File: src/design/qwsr_pkg.sv
// types, codes and constants shared by the queue with search and remove
package qwsr_pkg;

  localparam int DEPTH_DEFAULT = 16;
  localparam int VALUE_W = 32;
  localparam int ENTRY_COUNT_W = 7;

  typedef enum logic [1:0] {
    CMD_APPEND     = 2'd0,
    CMD_REMOVE     = 2'd1,
    CMD_LIST_FRONT = 2'd2,
    CMD_LIST_REAR  = 2'd3
  } cmd_t;

  typedef enum logic [1:0] {
    ST_OK        = 2'd0,
    ST_FULL      = 2'd1,
    ST_NOT_FOUND = 2'd2,
    ST_EMPTY     = 2'd3
  } status_code_t;

  typedef struct packed {
    cmd_t               cmd;
    logic signed [31:0] value;
  } in_word_t;

  typedef struct packed {
    logic signed [31:0]         item_value;
    status_code_t               status;
    logic [ENTRY_COUNT_W-1:0]   entry_count;
    logic                       last;
  } out_word_t;

  typedef enum logic [3:0] {
    S_IDLE,
    S_APPEND,
    S_EMPTY,
    S_SRCH_RD,
    S_SRCH_CMP,
    S_SHIFT,
    S_NOT_FOUND,
    S_REM_DONE,
    S_LIST_RD,
    S_LIST_OUT
  } state_t;

  typedef enum logic [1:0] {
    RD_OFF0,
    RD_OFF1,
    RD_OFF2
  } rd_off_t;

  typedef enum logic {
    WR_APPEND,
    WR_SHIFT
  } wr_sel_t;

  typedef enum logic [2:0] {
    RES_VALUE,
    RES_LIST,
    RES_FULL,
    RES_NOT_FOUND,
    RES_EMPTY
  } res_sel_t;

  typedef struct packed {
    logic     load;
    logic     pos_inc;
    rd_off_t  rd_off;
    logic     rd_map;
    logic     wr_en;
    wr_sel_t  wr_sel;
    logic     cnt_inc;
    logic     cnt_dec;
    logic     emit;
    res_sel_t res_sel;
    logic     last;
  } ctrl_t;

  typedef struct packed {
    logic count_zero;
    logic full;
    logic match;
    logic pos_last;
    logic pos_pen;
    logic out_free;
  } dp_stat_t;

endpackage

File: src/design/queue_with_search_remove_core.sv
// top level of the bounded queue with append, remove by value and listing
//
// One word is taken at a time; in_stall stays high until every result word
// of the current command has been loaded into the output register. All
// timing is set by the single read port of the entry memory, one entry per
// cycle. Append: accept, then result. Remove, found or not: accept, read,
// a compare per entry up to and including the match (every entry if none),
// a move per entry behind it, then result. List: accept, read, then one
// result word per cycle while out_stall does not hold the output register.
// An empty or full result needs only accept and result. Any out_stall
// holds a result step. No clearing pass is needed after reset.
module queue_with_search_remove_core
  import qwsr_pkg::*;
#(
  parameter int DEPTH = DEPTH_DEFAULT
)
(
  input  logic      clk,
  input  logic      rst,
  input  logic      in_valid,
  output logic      in_stall,
  input  in_word_t  in_word,
  output logic      out_valid,
  input  logic      out_stall,
  output out_word_t out_word
);

  ctrl_t    ctrl;
  dp_stat_t stat;

  qwsr_ctrl u_ctrl (
    .clk      (clk),
    .rst      (rst),
    .in_valid (in_valid),
    .in_cmd   (in_word.cmd),
    .stat     (stat),
    .in_stall (in_stall),
    .ctrl     (ctrl)
  );

  qwsr_dp #(
    .DEPTH (DEPTH)
  ) u_dp (
    .clk       (clk),
    .rst       (rst),
    .in_word   (in_word),
    .ctrl      (ctrl),
    .out_stall (out_stall),
    .stat      (stat),
    .out_valid (out_valid),
    .out_word  (out_word)
  );

endmodule

File: src/design/qwsr_ctrl.sv
// command sequencer for the queue with search and remove
module qwsr_ctrl
  import qwsr_pkg::*;
(
  input  logic     clk,
  input  logic     rst,
  input  logic     in_valid,
  input  cmd_t     in_cmd,
  input  dp_stat_t stat,
  output logic     in_stall,
  output ctrl_t    ctrl
);

  state_t state, state_next;

  always_ff @(posedge clk) begin
    if (rst) begin
      state <= S_IDLE;
    end else begin
      state <= state_next;
    end
  end

  always_comb begin
    state_next = state;
    unique case (state)
      S_IDLE: begin
        if (in_valid) begin
          unique case (in_cmd)
            CMD_APPEND: state_next = S_APPEND;
            CMD_REMOVE: state_next = stat.count_zero ? S_EMPTY : S_SRCH_RD;
            CMD_LIST_FRONT, CMD_LIST_REAR: begin
              state_next = stat.count_zero ? S_EMPTY : S_LIST_RD;
            end
            default: state_next = S_IDLE;
          endcase
        end
      end
      S_APPEND, S_EMPTY, S_NOT_FOUND, S_REM_DONE: begin
        if (stat.out_free) begin
          state_next = S_IDLE;
        end
      end
      S_SRCH_RD: state_next = S_SRCH_CMP;
      S_SRCH_CMP: begin
        if (stat.match) begin
          state_next = stat.pos_last ? S_REM_DONE : S_SHIFT;
        end else if (stat.pos_last) begin
          state_next = S_NOT_FOUND;
        end
      end
      S_SHIFT: begin
        if (stat.pos_pen) begin
          state_next = S_REM_DONE;
        end
      end
      S_LIST_RD: state_next = S_LIST_OUT;
      S_LIST_OUT: begin
        if (stat.out_free && stat.pos_last) begin
          state_next = S_IDLE;
        end
      end
      default: state_next = S_IDLE;
    endcase
  end

  always_comb begin
    ctrl = '0;
    ctrl.rd_off = RD_OFF0;
    ctrl.wr_sel = WR_APPEND;
    ctrl.res_sel = RES_VALUE;
    in_stall = 1'b1;
    unique case (state)
      S_IDLE: begin
        in_stall = 1'b0;
        ctrl.load = in_valid;
      end
      S_APPEND: begin
        if (stat.out_free) begin
          ctrl.emit = 1'b1;
          ctrl.last = 1'b1;
          if (stat.full) begin
            ctrl.res_sel = RES_FULL;
          end else begin
            ctrl.res_sel = RES_VALUE;
            ctrl.wr_en = 1'b1;
            ctrl.wr_sel = WR_APPEND;
            ctrl.cnt_inc = 1'b1;
          end
        end
      end
      S_EMPTY: begin
        ctrl.emit = stat.out_free;
        ctrl.last = 1'b1;
        ctrl.res_sel = RES_EMPTY;
      end
      S_NOT_FOUND: begin
        ctrl.emit = stat.out_free;
        ctrl.last = 1'b1;
        ctrl.res_sel = RES_NOT_FOUND;
      end
      S_REM_DONE: begin
        ctrl.emit = stat.out_free;
        ctrl.last = 1'b1;
        ctrl.res_sel = RES_VALUE;
        ctrl.cnt_dec = stat.out_free;
      end
      S_SRCH_RD: begin
        ctrl.rd_off = RD_OFF0;
      end
      S_SRCH_CMP: begin
        ctrl.rd_off = RD_OFF1;
        ctrl.pos_inc = !stat.match && !stat.pos_last;
      end
      S_SHIFT: begin
        ctrl.rd_off = RD_OFF2;
        ctrl.wr_en = 1'b1;
        ctrl.wr_sel = WR_SHIFT;
        ctrl.pos_inc = 1'b1;
      end
      S_LIST_RD: begin
        ctrl.rd_off = RD_OFF0;
        ctrl.rd_map = 1'b1;
      end
      S_LIST_OUT: begin
        ctrl.rd_map = 1'b1;
        if (stat.out_free) begin
          ctrl.emit = 1'b1;
          ctrl.res_sel = RES_LIST;
          ctrl.last = stat.pos_last;
          ctrl.rd_off = RD_OFF1;
          ctrl.pos_inc = !stat.pos_last;
        end else begin
          ctrl.rd_off = RD_OFF0;
        end
      end
      default: begin
        in_stall = 1'b1;
      end
    endcase
  end

endmodule

File: src/design/qwsr_dp.sv
// entry memory, count, search position and output register
module qwsr_dp
  import qwsr_pkg::*;
#(
  parameter int DEPTH = DEPTH_DEFAULT
)
(
  input  logic      clk,
  input  logic      rst,
  input  in_word_t  in_word,
  input  ctrl_t     ctrl,
  input  logic      out_stall,
  output dp_stat_t  stat,
  output logic      out_valid,
  output out_word_t out_word
);

  localparam int AW = (DEPTH > 1) ? $clog2(DEPTH) : 1;
  localparam int CW = $clog2(DEPTH + 1);
  localparam int PW = CW + 1;

  logic signed [VALUE_W-1:0] mem [DEPTH];
  logic signed [VALUE_W-1:0] rd_data;
  logic signed [VALUE_W-1:0] value_r;
  cmd_t                      cmd_r;
  logic [CW-1:0]             count;
  logic [CW-1:0]             count_next;
  logic [AW-1:0]             pos;

  logic [PW-1:0]             p_ext;
  logic [PW-1:0]             rev_ext;
  logic [PW-1:0]             addr_full;
  logic [AW-1:0]             rd_addr;
  logic [AW-1:0]             wr_addr;
  logic signed [VALUE_W-1:0] wr_data;

  always_comb begin
    case (ctrl.rd_off)
      RD_OFF1: p_ext = PW'(pos) + PW'(1);
      RD_OFF2: p_ext = PW'(pos) + PW'(2);
      default: p_ext = PW'(pos);
    endcase
    rev_ext = PW'(count) - PW'(1) - p_ext;
    addr_full = (ctrl.rd_map && cmd_r == CMD_LIST_REAR) ? rev_ext : p_ext;
    rd_addr = addr_full[AW-1:0];
  end

  always_comb begin
    if (ctrl.wr_sel == WR_SHIFT) begin
      wr_addr = pos;
      wr_data = rd_data;
    end else begin
      wr_addr = AW'(count);
      wr_data = value_r;
    end
  end

  // entry memory: one write port, one registered read port
  always_ff @(posedge clk) begin
    if (ctrl.wr_en) begin
      mem[wr_addr] <= wr_data;
    end
    rd_data <= mem[rd_addr];
  end

  always_comb begin
    count_next = count;
    if (ctrl.cnt_inc) begin
      count_next = count + CW'(1);
    end else if (ctrl.cnt_dec) begin
      count_next = count - CW'(1);
    end
  end

  always_ff @(posedge clk) begin
    if (rst) begin
      count <= '0;
    end else begin
      count <= count_next;
    end
  end

  always_ff @(posedge clk) begin
    if (ctrl.load) begin
      cmd_r <= in_word.cmd;
      value_r <= in_word.value;
      pos <= '0;
    end else if (ctrl.pos_inc) begin
      pos <= pos + AW'(1);
    end
  end

  always_comb begin
    stat.count_zero = (count == '0);
    stat.full = (count == CW'(DEPTH));
    stat.match = (rd_data == value_r);
    stat.pos_last = (PW'(pos) + PW'(1) == PW'(count));
    stat.pos_pen = (PW'(pos) + PW'(2) == PW'(count));
    stat.out_free = !out_valid || !out_stall;
  end

  // output register
  always_ff @(posedge clk) begin
    if (rst) begin
      out_valid <= 1'b0;
    end else if (ctrl.emit) begin
      out_valid <= 1'b1;
    end else if (!out_stall) begin
      out_valid <= 1'b0;
    end
  end

  always_ff @(posedge clk) begin
    if (ctrl.emit) begin
      out_word.entry_count <= ENTRY_COUNT_W'(count_next);
      out_word.last <= ctrl.last;
      case (ctrl.res_sel)
        RES_VALUE: begin
          out_word.item_value <= value_r;
          out_word.status <= ST_OK;
        end
        RES_LIST: begin
          out_word.item_value <= rd_data;
          out_word.status <= ST_OK;
        end
        RES_FULL: begin
          out_word.item_value <= '0;
          out_word.status <= ST_FULL;
        end
        RES_NOT_FOUND: begin
          out_word.item_value <= '0;
          out_word.status <= ST_NOT_FOUND;
        end
        default: begin
          out_word.item_value <= '0;
          out_word.status <= ST_EMPTY;
        end
      endcase
    end
  end

endmodule

File: config.mk
export PLATFORM = sky130hd
export DESIGN_NAME = queue_with_search_remove_core
export DESIGN_NICKNAME = d
export VERILOG_FILES = /design/src/design/qwsr_pkg.sv /design/src/design/queue_with_search_remove_core.sv /design/src/design/qwsr_ctrl.sv /design/src/design/qwsr_dp.sv
export SDC_FILE = /design/constraint.sdc
export NUM_CORES = 1
export LEC_CHECK = 0
export BUFFER_PORTS_ARGS = -buffer_cell sky130_fd_sc_hd__buf_2
export CORE_ASPECT_RATIO = 0.8
export CORE_MARGIN = 2
export CORE_UTILIZATION = 30
export CTS_CLUSTER_DIAMETER = 60
export DETAILED_ROUTE_END_ITERATION = 8
export SYNTH_ARGS = -nofsm -noshare
export SYNTH_HDL_FRONTEND = slang
export SYNTH_SLANG_ARGS = --single-unit
File: constraint.sdc
create_clock -name clk -period 7.65 [get_ports clk]
set_input_delay 0.765 -clock clk [delete_from_list [all_inputs] [get_ports clk]]
set_output_delay 0.765 -clock clk [all_outputs]
set_load 0.02 [all_outputs]
==> summary.txt, run 1 <==
Layout
  – Count of nets after finishing: 1454
  – Fraction of layout instances using a drive strength above 1: 0.253
  – Area added between synthesis and finish: 15.7%
  – N_diodes: 0
  – Final cell area excluding filler cells: 29000 µm²
  – Number of fillers in the final layout: 7680
  – Most frequent standard cell in the layout excluding fill and tap cells: sky130_fd_sc_hd__edfxtp_1
  – Commonest cells after routing, fill and taps aside: sky130_fd_sc_hd__edfxtp_1 (586), sky130_fd_sc_hd__mux4_2 (128), sky130_fd_sc_hd__nand2_1 (110), sky130_fd_sc_hd__mux2i_1 (99), sky130_fd_sc_hd__buf_2 (79)
  – Post-Layout Cell Count: 2558

CTS
  – Count of hold-fix buffers inserted at cts: 0
  – Setup fix buffers added after clock tree synthesis: 0
  – Post-cts gate resize count: 0
  – Bufs on Longest Clock Path: 3
  – H-tree lvl count: 2
  – TritonCTS clock tree: yes
  – Inserted Clock Buffers: 57
  – Root cell of the clock tree: sky130_fd_sc_hd__clkbuf_16
  – Insertion delay to the later sink of the worst-skew pair: 0.64 ns
  – Clk sinks: 632
  – Register clock-pin slew on the reported worst setup and hold paths: 0.07 ns

Route
  – Post-DR wirelength/cell: 24.1 µm
  – Number of vias in the routed layout: 12600
  – Residual antenna-violating net count after detailed routing: 0
  – Iter 0 DRT Violations: 1406
  – Met3 routed WL: 4960 µm
  – Detail-routed via count per cell: 4.94
  – Total length of routed wires: 61700 µm
  – Drt first pass iters: 5
  – Met2 routed wirelength: 26700 µm
  – DRC: 0
  – Top routing layer used: met4
  – Wire length the detailed router placed on met1: 29100 µm

Die
  – Core Box Area: 82600 µm²
  – Overall die area: 86000 µm²
  – Cell row count: 94
  – Initial core utilization: 0.304
  – Die X-Extent: 327 µm
  – Vert. Die Dim: 263 µm
  – Number of top-level pins: 82

Placed design
  – Post-DP HPWL: 33300 µm
  – Placed instance area: 26900 µm²
  – Placer Congestion: 0.775
  – PortBufs: 79
  – Cell count after placement: 2450

Yosys
  – Number of register bits inferred by synthesis: 632
  – Post-synth design cell area: 25100 µm²
  – Synthesized instance count: 1305
  – Synth top area share: 0.701
  – Top post-synthesis cells by area: sky130_fd_sc_hd__edfxtp_1 (70%), sky130_fd_sc_hd__mux4_2 (11%), sky130_fd_sc_hd__mux2i_1 (4.0%)
  – Number of synthesized flops with an enable pin: 586
  – Synth Area in Compound Gates: 0.0260
  – Portion of the post-synthesis area used by sequential elements: 0.738
  – Share of synthesized registers carrying an async set or reset: 0
  – Xor and xnor area share after synthesis: 0.0167
  – Most instantiated flip-flop cell in the synthesis netlist: sky130_fd_sc_hd__edfxtp_1
  – Mux share of post-synthesis cell area: 0.156
  – Top cell type by total area after synthesis: sky130_fd_sc_hd__edfxtp_1
  – Main combinational cell family by area after synthesis: multiplexers
  – Synthesized-area fraction occupied by adder cells: 0.00578
  – Simple-Gate Fraction of Synth Area: 0.0385
  – Yosys synthesis warning count: 0
  – Library cells used by synthesis: 54
  – Synthesized area per cell: 19.2 µm²

Timing
  – FMAX: 188 MHz
  – Setup repair after global routing missed its margin: no
  – Share of the clock period used by the worst path after layout: 0.695
  – Max-slew violations: 0
  – Worst Max-Slew Pin Slew: 1.14 ns
  – Worst Clk Skew: 0.0323 ns
  – Headroom to the max-slew limit: 0.242
  – Setup-violating endpoint count in the final report: 0
  – Worst hold margin: 0.300 ns
  – Final min period: 5.32 ns
  – Setup TNS: 0 ns
  – Hold violation total from the final report: 0

Global route
  – Maximum number of pins on one net before global-route repair: 59
  – Global-route usage over all layers: 0.142
  – First-pass GRT wire length: 89100 µm
  – Number of global-route vias before repair: 12700
  – Total grt overflow: 0
  – Initial antenna violation count: 3

Critical path
  – FF-to-FF path depth: 17
  – Bufs and invs on worst path: 4
  – Critical Path AT: 5.78 ns
  – Source of the worst register-to-register timing path: u_ctrl.state[1]
  – Critical Path Max Stage Delay: 0.77 ns
  – Setup slack, reg-to-reg: 2.33 ns
  – Destination of the worst register-to-register timing path: u_dp.rd_data[1]
  – Worst path required time: 8.11 ns
  – Worst setup path class: register to register
  – Cell family contributing the most delay on the critical path: multiplexers
  – Crit end category: register
  – Critical Path Source Type: register
  – Crit-path cells: nor2b_1, nand2b_1, nor2_4, buf_4, or2_2, ha_1, nor2_1, a21oi_1, inv_1, ha_1, fa_1, inv_1, mux2_4, buf_4, mux4_2, mux2i_1, mux2i_1
  – Critical-path maximum fanout: 35
  – Standard cell with the maximum stage delay on the critical path: sky130_fd_sc_hd__dfxtp_1

Power and ir drop
  – Leak pwr: 0.00975 µW
  – Total power draw: 10800 µW
  – VDD IR max: 0.363 mV
  – Total power density per cell area: 372 nW/µm²

Hold path
  – Class of the worst hold path: input port to register
  – Hold worst-path end: u_dp.value_r[24]
  – Hold wc startpoint: in_word[24]
  – Worst Hold Depth: 1

Job
  – Maximum Capacitance Violations: 0

Run status
  – Run status: complete, no violations
-- state kept, by name, indices dropped and copies added (netlist names) --
| register | count |
|---|---|
| u_dp.pos | 4 |
| u_dp.rd_data | 32 |
| u_dp.out_word | 40 |
| u_dp.out_valid | 1 |
| u_dp.mem | 512 |
| u_dp.count | 5 |
| u_dp.cmd_r | 2 |
| u_dp.value_r | 32 |
| u_ctrl.state | 4 |
-- metrics by stage --
| stage | utilization | worst slack, ns |
|---|---|---|
| floorplan | - | 3.54 |
| global placement | 0.326 | 2.20 |
| detailed placement | 0.326 | 2.21 |
| CTS | 0.352 | 2.36 |
| global route | 0.352 | 2.05 |
| finish | 0.352 | 2.33 |
-- cells in the mapped netlist, types with 2 or more instances --
library cell / count
sky130_fd_sc_hd__mux2_2: 4
sky130_fd_sc_hd__nor4_1: 11
sky130_fd_sc_hd__mux4_2: 128
sky130_fd_sc_hd__a32oi_1: 2
sky130_fd_sc_hd__edfxtp_1: 586
sky130_fd_sc_hd__nor2b_1: 14
sky130_fd_sc_hd__a22oi_1: 2
sky130_fd_sc_hd__a21o_1: 3
sky130_fd_sc_hd__nand3_1: 6
sky130_fd_sc_hd__nor3b_1: 2
sky130_fd_sc_hd__o211a_1: 2
sky130_fd_sc_hd__buf_2: 23
sky130_fd_sc_hd__dfxtp_1: 46
sky130_fd_sc_hd__o22a_1: 2
sky130_fd_sc_hd__a21oi_1: 17
sky130_fd_sc_hd__buf_1: 6
sky130_fd_sc_hd__nand2b_1: 7
sky130_fd_sc_hd__clkbuf_1: 18
sky130_fd_sc_hd__nand4_1: 2
sky130_fd_sc_hd__xnor2_1: 9
sky130_fd_sc_hd__nand2_1: 111
sky130_fd_sc_hd__buf_4: 10
sky130_fd_sc_hd__buf_6: 13
sky130_fd_sc_hd__a211o_1: 2
sky130_fd_sc_hd__xor2_1: 37
sky130_fd_sc_hd__or3_1: 2
sky130_fd_sc_hd__o21ai_0: 6
sky130_fd_sc_hd__or2_2: 4
sky130_fd_sc_hd__o22ai_1: 2
sky130_fd_sc_hd__a311oi_1: 2
sky130_fd_sc_hd__a31oi_1: 8
sky130_fd_sc_hd__a22o_1: 32
sky130_fd_sc_hd__inv_1: 12
sky130_fd_sc_hd__nor2_1: 34
sky130_fd_sc_hd__nor3_1: 12
sky130_fd_sc_hd__ha_1: 10
sky130_fd_sc_hd__o211ai_1: 2
sky130_fd_sc_hd__mux2i_1: 100
-- final cells by class --
class / count / area, µm² / area share
Tap cell: 1104 / 1380 / 0.0476
Sequential cell: 632 / 18500 / 0.638
Clock inverter: 31 / 539 / 0.0186
Timing Repair Buffer: 110 / 678 / 0.0234
Clock buffer: 77 / 1590 / 0.0548
Multi-Input combinational cell: 592 / 6290 / 0.216
Inverter: 12 / 45.0 / 0.00155
-- power breakdown --
group | internal [µW] | switching [µW]
combinational | 1300 | 1720
clock | 1890 | 1300
sequential | 4330 | 253
-- metal layers --
metal | global-route usage | up-vias
met5 | 0 | -
met1 | 0.218 | 6658
met3 | 0.0316 | 77
met4 | 0.0319 | 0
li1 | - | 5415
met2 | 0.204 | 489
-- kinds of logic after synthesis --
family                   Yosys count
buffers and inverters             82
flip-flops                       632
XOR/XNOR                          47
other                              1
AO/OA/AOI/OAI                     88
multiplexers                     232
adder cells (fa/ha/maj)           11
AND/OR/NAND/NOR                  212
-- how the worst max path moves through the flow --
stage	startpoint	end	slack [ns]	cells after the start
floorplan	out_stall	u_dp.rd_data[10]	3.54	15
global placement	out_stall	u_dp.rd_data[13]	2.20	17
detailed placement	out_stall	u_dp.rd_data[13]	2.21	17
CTS	u_ctrl.state[1]	u_dp.rd_data[1]	2.36	17
global route	u_ctrl.state[3]	u_dp.rd_data[8]	2.05	16
finish	u_ctrl.state[1]	u_dp.rd_data[1]	2.33	17
(Power assumes the default switching activity.)
==> run 2: changes to the inputs <==
==> constraint.sdc (replaced) <==
create_clock -name clk -period 4.5 [get_ports clk]
set_input_delay 0.45 -clock clk [delete_from_list [all_inputs] [get_ports clk]]
set_output_delay 0.45 -clock clk [all_outputs]
set_load 0.02 [all_outputs]
==> run 2 against run 1 <==
Sequential power is 70% higher. Wire length increased by 0.37%. First-iteration DRC count is 4.3% higher. Hold slack got worse by 0.27 ns. Total power is 70% higher. Largest cell class unchanged. Critical path depth shrank 2.
==> summary.txt, run 2 (synthesis gave the netlist of run 1 again) <==
Placed design
  – Cell count after placement: 2473 (+0.94%)
  – PortBufs: 79 (unchanged)
  – Placer Congestion: 0.768 (-0.93%)
  – Post-DP HPWL: 34300 µm (+3.0%)

Layout
  – Count of nets after finishing: 1500 (+3.2%)
  – Most frequent standard cell in the layout excluding fill and tap cells: sky130_fd_sc_hd__edfxtp_1
  – Post-Layout Cell Count: 2601 (+1.7%)
  – Max FFs per register: 512 (unchanged)
  – Commonest cells after routing, fill and taps aside: sky130_fd_sc_hd__edfxtp_1 (586), sky130_fd_sc_hd__mux4_2 (128), sky130_fd_sc_hd__nand2_1 (110), sky130_fd_sc_hd__mux2i_1 (99), sky130_fd_sc_hd__buf_2 (79)
  – Largest registers in the final layout: u_dp.mem: 512 flops, u_dp.out_word: 40 flops
  – Fraction of layout instances using a drive strength above 1: 0.259 (+0.00609)
  – N_diodes: 0 (unchanged)
  – Area added between synthesis and finish: 17.4%
  – Top register by number of flip-flops: u_dp.mem
  – Number of fillers in the final layout: 7623 (-0.74%)

Power and ir drop
  – VDD IR max: 0.462 mV (+27%)
  – Total power density per cell area: 624 nW/µm² (+68%)
  – Leak pwr: 0.00997 µW (+2.3%)
  – Part of the total power dissipated in sequential elements: 0.424 (about the same)
  – Reported net switching power: 5580 µW (+70%)
  – Switching power share of the total: 0.303 (about the same)
  – Clock share of power: 0.282 (-0.013)
  – Fraction of power consumed by combinational cells: 0.294 (+0.014)
  – Internal power: 12800 µW (+70%)

Critical path
  – Crit path from: u_ctrl.state[3]
  – Standard cell with the maximum stage delay on the critical path: sky130_fd_sc_hd__dfxtp_1
  – Critical-path maximum fanout: 38 (+8.6%)
  – Crit end category: register
  – Bufs and invs on worst path: 3 (-1)
  – FF-to-FF path depth: 15 (-2)
  – Worst path required time: 5.00 ns (-3.11 ns)
  – Logic depth of the worst path, buffers included: 15 (-2)
  – Critical Path AT: 4.70 ns (-1.08 ns)
  – Worst setup path class: register to register
  – Source of the worst register-to-register timing path: u_ctrl.state[3]
  – Destination of the worst register-to-register timing path: u_dp.rd_data[23]
  – Cell family contributing the most delay on the critical path: multiplexers
  – Setup slack, reg-to-reg: 0.29 ns (-2.04 ns)
  – Crit-path cells: nand2b_1, nor3_1, or2_2, ha_1, nor2_1, a21oi_1, inv_1, ha_1, fa_1, inv_1, mux2_4, buf_12, mux4_2, mux2i_1, mux2i_1
  – Critical Path Max Stage Delay: 0.60 ns (-0.17 ns)
  – Critical Path Source Type: register

CTS
  – Root cell of the clock tree: sky130_fd_sc_hd__clkbuf_16
  – Post-cts gate resize count: 0 (unchanged)
  – Register clock-pin slew on the reported worst setup and hold paths: 0.07 ns (about the same)
  – Clk sinks: 632 (unchanged)
  – Setup fix buffers added after clock tree synthesis: 0 (unchanged)
  – Bufs on Longest Clock Path: 3 (unchanged)
  – TritonCTS clock tree: yes
  – H-tree lvl count: 2 (unchanged)
  – Insertion delay to the later sink of the worst-skew pair: 0.62 ns (-0.02 ns)
  – Count of hold-fix buffers inserted at cts: 25 (+25)
  – Inserted Clock Buffers: 55 (-3.5%)

Route
  – Post-DR wirelength/cell: 23.8 µm (-1.3%)
  – Detail-routed via count per cell: 4.90 (-0.79%)
  – DRC: 0 (unchanged)
  – Drt first pass iters: 5 (unchanged)
  – Number of vias in the routed layout: 12800 (+0.88%)
  – Total length of routed wires: 61900 µm (+0.37%)
  – Iter 0 DRT Violations: 1467 (+4.3%)
  – Residual antenna-violating net count after detailed routing: 0 (unchanged)

Die
  – Initial core utilization: 0.304 (unchanged)
  – Number of top-level pins: 82 (unchanged)
  – Cell row count: 94 (unchanged)
  – Core Box Area: 82600 µm² (unchanged)
  – Vert. Die Dim: 263 µm (unchanged)
  – Die X-Extent: 327 µm (unchanged)
  – Overall die area: 86000 µm² (unchanged)

Global route
  – Number of global-route vias before repair: 12800 (+1.3%)
  – Initial antenna violation count: 5 (+2)
  – First-pass GRT wire length: 89700 µm (+0.73%)
  – Maximum number of pins on one net before global-route repair: 43 (-27%)
  – Global-route usage over all layers: 0.143 (+0.000395)
  – Total grt overflow: 0 (unchanged)

Job
  – Maximum Capacitance Violations: 0 (unchanged)

Timing
  – FMAX: 238 MHz (+26%)
  – Hold violation total from the final report: 0 (unchanged)
  – Setup repair after global routing missed its margin: no
  – Share of the clock period used by the worst path after layout: 0.935 (+0.239)
  – Max-slew violations: 0 (unchanged)
  – Worst Max-Slew Pin Slew: 1.16 ns (+0.0210 ns)
  – Worst hold margin: 0.0269 ns (-0.273 ns)
  – Headroom to the max-slew limit: 0.226 (-0.0158)
  – Final min period: 4.21 ns (-1.11 ns)
  – Setup-violating endpoint count in the final report: 0 (unchanged)
  – Setup TNS: 0 ns (unchanged)
  – Worst Clk Skew: 0.0219 ns (-0.0103 ns)

Run status
  – Run status: complete, no violations

Hold path
  – Hold wc startpoint: in_word[1]
  – Hold worst-path end: u_dp.value_r[1]
  – Class of the worst hold path: input port to register
  – Worst Hold Depth: 1 (unchanged)
==> run 2: changes by cell type in the layout (fill, tap and decap cells not counted), moves of 3 or more <==
cell / before / now
sky130_fd_sc_hd__buf_12: 4 / 15
sky130_fd_sc_hd__buf_4: 27 / 39
sky130_fd_sc_hd__clkbuf_1: 12 / 8
sky130_fd_sc_hd__clkbuf_16: 58 / 55
sky130_fd_sc_hd__clkbuf_8: 7 / 12
sky130_fd_sc_hd__clkinv_2: 5 / 8
sky130_fd_sc_hd__dlygate4sd3_1: 0 / 25
==> run 2: metrics by stage <==
stage          cell area, µm²  setup slack, ns   util  total power, µW
2_1_floorplan           25100            0.571      -            11600
4_1_cts                 29500            0.329  0.357            18600
5_1_grt                 29500           0.0706  0.357            19200
3_3_place_gp            27200            0.422  0.330            13300
3_5_place_dp            27200            0.370  0.330            13400
6_report                29500            0.294  0.357            18400
==> run 2: layout make-up <==
type	instances	area [µm²]	share of cell area
repair buffers	158	1240	0.0420
clock inverters	28	432	0.0146
well taps	1104	1380	0.0469
inverters	12	45.0	0.00153
clock buffers	75	1570	0.0533
flip-flops and latches	632	18500	0.628
multi-input cells	592	6290	0.213
==> run 2: power groups by stage <==
stage / Clock (µW) / Sequential [µW] / Combinational, µW
2_1_floorplan: 0 / 7920 / 3710
3_3_place_gp: 0 / 7900 / 5400
3_5_place_dp: 0 / 7900 / 5480
4_1_cts: 5290 / 7790 / 5520
5_1_grt: 5520 / 7840 / 5870
6_report: 5180 / 7800 / 5410
==> run 2: worst max-delay path by stage <==
stage	end	slack [ns]
finish	u_dp.rd_data[23]	0.29
global route	u_dp.rd_data[23]	0.07
CTS	u_dp.rd_data[6]	0.33
detailed placement	u_dp.rd_data[23]	0.37
global placement	u_dp.rd_data[15]	0.42
floorplan	u_dp.rd_data[10]	0.57
==> run 2: metal layers <==
layer  part of all wire  track usage  vias to the layer above
li1                   -            -                     5510
met1               0.47        0.220                     6670
met2               0.43        0.207                      487
met3              0.077       0.0293                       79
met4              0.016       0.0268                        4
met5            0.00037            0                        -
==> run 2: worst reg2reg max path, cell delays in order, from the launching register on <==
cell and delay [ns]:
sky130_fd_sc_hd__dfxtp_1 0.60, sky130_fd_sc_hd__nand2b_1 0.22, sky130_fd_sc_hd__nor3_1 0.07, sky130_fd_sc_hd__or2_2 0.33
sky130_fd_sc_hd__ha_1 0.38, sky130_fd_sc_hd__nor2_1 0.07, sky130_fd_sc_hd__a21oi_1 0.20, sky130_fd_sc_hd__inv_1 0.07
sky130_fd_sc_hd__ha_1 0.22, sky130_fd_sc_hd__fa_1 0.47, sky130_fd_sc_hd__inv_1 0.07, sky130_fd_sc_hd__mux2_4 0.38
sky130_fd_sc_hd__buf_12 0.32, sky130_fd_sc_hd__mux4_2 0.37, sky130_fd_sc_hd__mux2i_1 0.22, sky130_fd_sc_hd__mux2i_1 0.12
==> run 3: changes to the inputs <==
--- a/config.mk
+++ b/config.mk
@@ -11,6 +11,7 @@
 export CORE_UTILIZATION = 30
 export CTS_CLUSTER_DIAMETER = 60
 export DETAILED_ROUTE_END_ITERATION = 8
+export PLACE_DENSITY = 0.51
 export SYNTH_ARGS = -nofsm -noshare
 export SYNTH_HDL_FRONTEND = slang
 export SYNTH_SLANG_ARGS = --single-unit
==> run 3 against run 2 <==
Sequential cell count unchanged. Sequential power decreased by 0.5%. Clock skew up 0.012 ns. Via count is 1.2% higher. Non-clock buffer count is 4 higher. Critical path type unchanged. Highest routed layer is now met4.
==> summary.txt, run 3 (synthesis gave the netlist of run 1 again) <==
Timing
  – Worst Clk Skew: 0.0339 ns (+0.0120 ns)
  – Headroom to the max-slew limit: 0.270 (+0.0441)
  – Setup repair after global routing missed its margin: no
  – Share of the clock period used by the worst path after layout: 0.895 (-0.0402)
  – Setup TNS: 0 ns (unchanged)
  – FMAX: 248 MHz (+4.5%)
  – Setup-violating endpoint count in the final report: 0 (unchanged)
  – Worst Max-Slew Pin Slew: 1.09 ns (-0.0686 ns)
  – Max-slew violations: 0 (unchanged)
  – Final min period: 4.03 ns (-0.181 ns)
  – Hold violation total from the final report: 0 (unchanged)
  – Final worst-path setup slack: 0.474 ns (+0.181 ns)

Placed design
  – PortBufs: 79 (unchanged)
  – Cell count after placement: 2477 (+0.16%)
  – Placed instance area: 27400 µm² (+0.57%)
  – Post-DP HPWL: 37300 µm (+8.8%)
  – Placer Congestion: 0.782 (+1.9%)
  – Post-Place Worst Slack: 0.302 ns (-0.0681 ns)

Layout
  – Number of fillers in the final layout: 7711 (+1.2%)
  – Area of the multi-input gates: 6300 µm² (+0.18%)
  – Area added between synthesis and finish: 18.1%
  – Post-Layout Cell Count: 2616 (+0.58%)
  – FF/Latch Area: 18500 µm² (unchanged)
  – Count of nets after finishing: 1510 (+0.67%)
  – Largest registers in the final layout: u_dp.mem: 512 flops, u_dp.out_word: 40 flops
  – Top register by number of flip-flops: u_dp.mem
  – Max FFs per register: 512 (unchanged)
  – Commonest cells after routing, fill and taps aside: sky130_fd_sc_hd__edfxtp_1 (586), sky130_fd_sc_hd__mux4_2 (128), sky130_fd_sc_hd__nand2_1 (110), sky130_fd_sc_hd__mux2i_1 (99), sky130_fd_sc_hd__buf_2 (79)
  – Final design utilization: 0.359 (+0.00229)
  – Most frequent standard cell in the layout excluding fill and tap cells: sky130_fd_sc_hd__edfxtp_1
  – Final cell area excluding filler cells: 29700 µm² (+0.64%)
  – Fraction of layout instances using a drive strength above 1: 0.258 (-0.00108)

Global route
  – Initial antenna violation count: 1 (-4)
  – Number of global-route vias before repair: 13100 (+2.0%)
  – Global-route usage over all layers: 0.152 (+0.00938)
  – Maximum number of pins on one net before global-route repair: 43 (unchanged)
  – First-pass GRT wire length: 94500 µm (+5.4%)
  – Total grt overflow: 0 (unchanged)

CTS
  – Insertion delay to the later sink of the worst-skew pair: 0.65 ns (+0.03 ns)
  – Inserted Clock Buffers: 61 (+11%)
  – H-tree lvl count: 2 (unchanged)
  – Bufs on Longest Clock Path: 3 (unchanged)
  – Clk sinks: 632 (unchanged)
  – Root cell of the clock tree: sky130_fd_sc_hd__clkbuf_16
  – Setup fix buffers added after clock tree synthesis: 0 (unchanged)
  – Register clock-pin slew on the reported worst setup and hold paths: 0.06 ns (about the same)
  – TritonCTS clock tree: yes

Route
  – Iter 0 DRT Violations: 1342 (-8.5%)
  – DRC: 0 (unchanged)
  – Top routing layer used: met4
  – Drt first pass iters: 5 (unchanged)
  – Post-DR wirelength/cell: 25.1 µm (+5.5%)
  – Number of vias in the routed layout: 12900 (+1.2%)
  – Detail-routed via count per cell: 4.93 (+0.57%)
  – Wire length the detailed router placed on met1: 32200 µm (+9.9%)
  – Met2 routed wirelength: 28400 µm (+5.8%)
  – Met3 routed WL: 4180 µm (-12%)
  – Total length of routed wires: 65700 µm (+6.1%)
  – Residual antenna-violating net count after detailed routing: 0 (unchanged)

Die
  – Vert. Die Dim: 263 µm (unchanged)
  – Initial core utilization: 0.304 (unchanged)
  – Core Box Area: 82600 µm² (unchanged)
  – Number of top-level pins: 82 (unchanged)
  – Overall die area: 86000 µm² (unchanged)
  – Cell row count: 94 (unchanged)
  – Die X-Extent: 327 µm (unchanged)

Power and ir drop
  – Part of the total power dissipated in sequential elements: 0.419 (-0.005)
  – Clock share of power: 0.283 (about the same)
  – Total power density per cell area: 624 nW/µm² (about the same)
  – Switching power share of the total: 0.306 (+0.00302)
  – Internal power: 12800 µW (+0.13%)
  – Leak pwr: 0.0101 µW (+0.80%)
  – Reported net switching power: 5670 µW (+1.6%)
  – Fraction of power consumed by combinational cells: 0.298 (+0.004)
  – VDD IR max: 0.471 mV (+2.1%)

Hold path
  – Class of the worst hold path: input port to register

Job
  – Maximum Capacitance Violations: 0 (unchanged)

Critical path
  – Critical Path AT: 4.54 ns (-0.16 ns)
  – Worst setup path class: register to register
  – Crit end category: register
  – Critical Path Source Type: register
  – Worst path required time: 5.01 ns (about the same)
  – Critical-path maximum fanout: 38 (unchanged)

Run status
  – Run status: complete, no violations
==> run 3: cell types whose count changed in the layout (fill, tap and decap cells not counted), moves of 2 or more <==
cell	delta
sky130_fd_sc_hd__clkinv_1	+8
sky130_fd_sc_hd__clkinv_2	+5
sky130_fd_sc_hd__bufinv_16	-2
sky130_fd_sc_hd__clkbuf_16	+7
sky130_fd_sc_hd__buf_12	+9
sky130_fd_sc_hd__clkbuf_1	+4
sky130_fd_sc_hd__clkbuf_8	-9
sky130_fd_sc_hd__buf_4	-5
==> run 3: power groups by stage <==
stage	Sequential, µW	Clock, µW	Combinational [µW]
after floorplan	7920	0	3710
after global placement	7870	0	5540
after detailed placement	7860	0	5580
after CTS	7750	5360	5630
after global routing	7810	5570	5980
final	7760	5230	5510
==> run 3: per-layer routing <==
| layer | GRT usage | vias to the layer above |
|---|---|---|
| met2 | 0.222 | 423 |
| met4 | 0.0306 | 0 |
| met5 | 0 | - |
| li1 | - | 5547 |
| met3 | 0.0272 | 67 |
| met1 | 0.235 | 6860 |
==> run 3: path summary, 6_finish.rpt <==
| path | start | to | slack [ns] | depth (start not counted) |
|---|---|---|---|---|
| worst min register to register | u_dp.out_valid | u_dp.out_valid | 0.52 | 2 |
| worst max-delay path | u_ctrl.state[2] | u_dp.rd_data[15] | 0.47 | 16 |
| worst max register to register | u_ctrl.state[2] | u_dp.rd_data[15] | 0.47 | 16 |
| worst min-delay path | in_word[19] | u_dp.value_r[19] | 0.03 | 1 |
==> run 3: through the flow <==
step           total power, µW  hold slack (ns)
4_1_cts                  18700          0.00764
3_5_place_dp             13400            0.519
2_1_floorplan            11600            0.549
6_report                 18500           0.0301
5_1_grt                  19400          0.00633
3_3_place_gp             13400            0.511
==> run 3: what timing repair did <==
item	4_1_cts	5_1_grt
hold buffers	25	0
resized for setup	0	0
hold endpoints to repair	25	0
==> run 3: cell type report <==
cell class / instances / area share
sequential: 632 / 0.624
clock buffer: 77 / 0.0552
multi-input combinational: 592 / 0.212
timing repair buffer: 162 / 0.0466
clock inverter: 36 / 0.0134
antenna: 1 / 0.0000844
inverter: 12 / 0.00152
tap: 1104 / 0.0466
==> run 3: critical path, stage by stage, from the launching register on <==
cell	delay, ns
sky130_fd_sc_hd__dfxtp_1	0.32
sky130_fd_sc_hd__nand2b_1	0.13
sky130_fd_sc_hd__nand2b_1	0.18
sky130_fd_sc_hd__nor2_4	0.04
sky130_fd_sc_hd__or2_2	0.30
sky130_fd_sc_hd__ha_1	0.38
sky130_fd_sc_hd__nor2_1	0.08
sky130_fd_sc_hd__a21oi_1	0.28
sky130_fd_sc_hd__inv_1	0.08
sky130_fd_sc_hd__ha_1	0.22
sky130_fd_sc_hd__fa_1	0.50
sky130_fd_sc_hd__inv_1	0.05
sky130_fd_sc_hd__mux2_8	0.45
sky130_fd_sc_hd__buf_12	0.25
sky130_fd_sc_hd__mux4_2	0.31
sky130_fd_sc_hd__mux2i_1	0.18
sky130_fd_sc_hd__mux2i_1	0.12
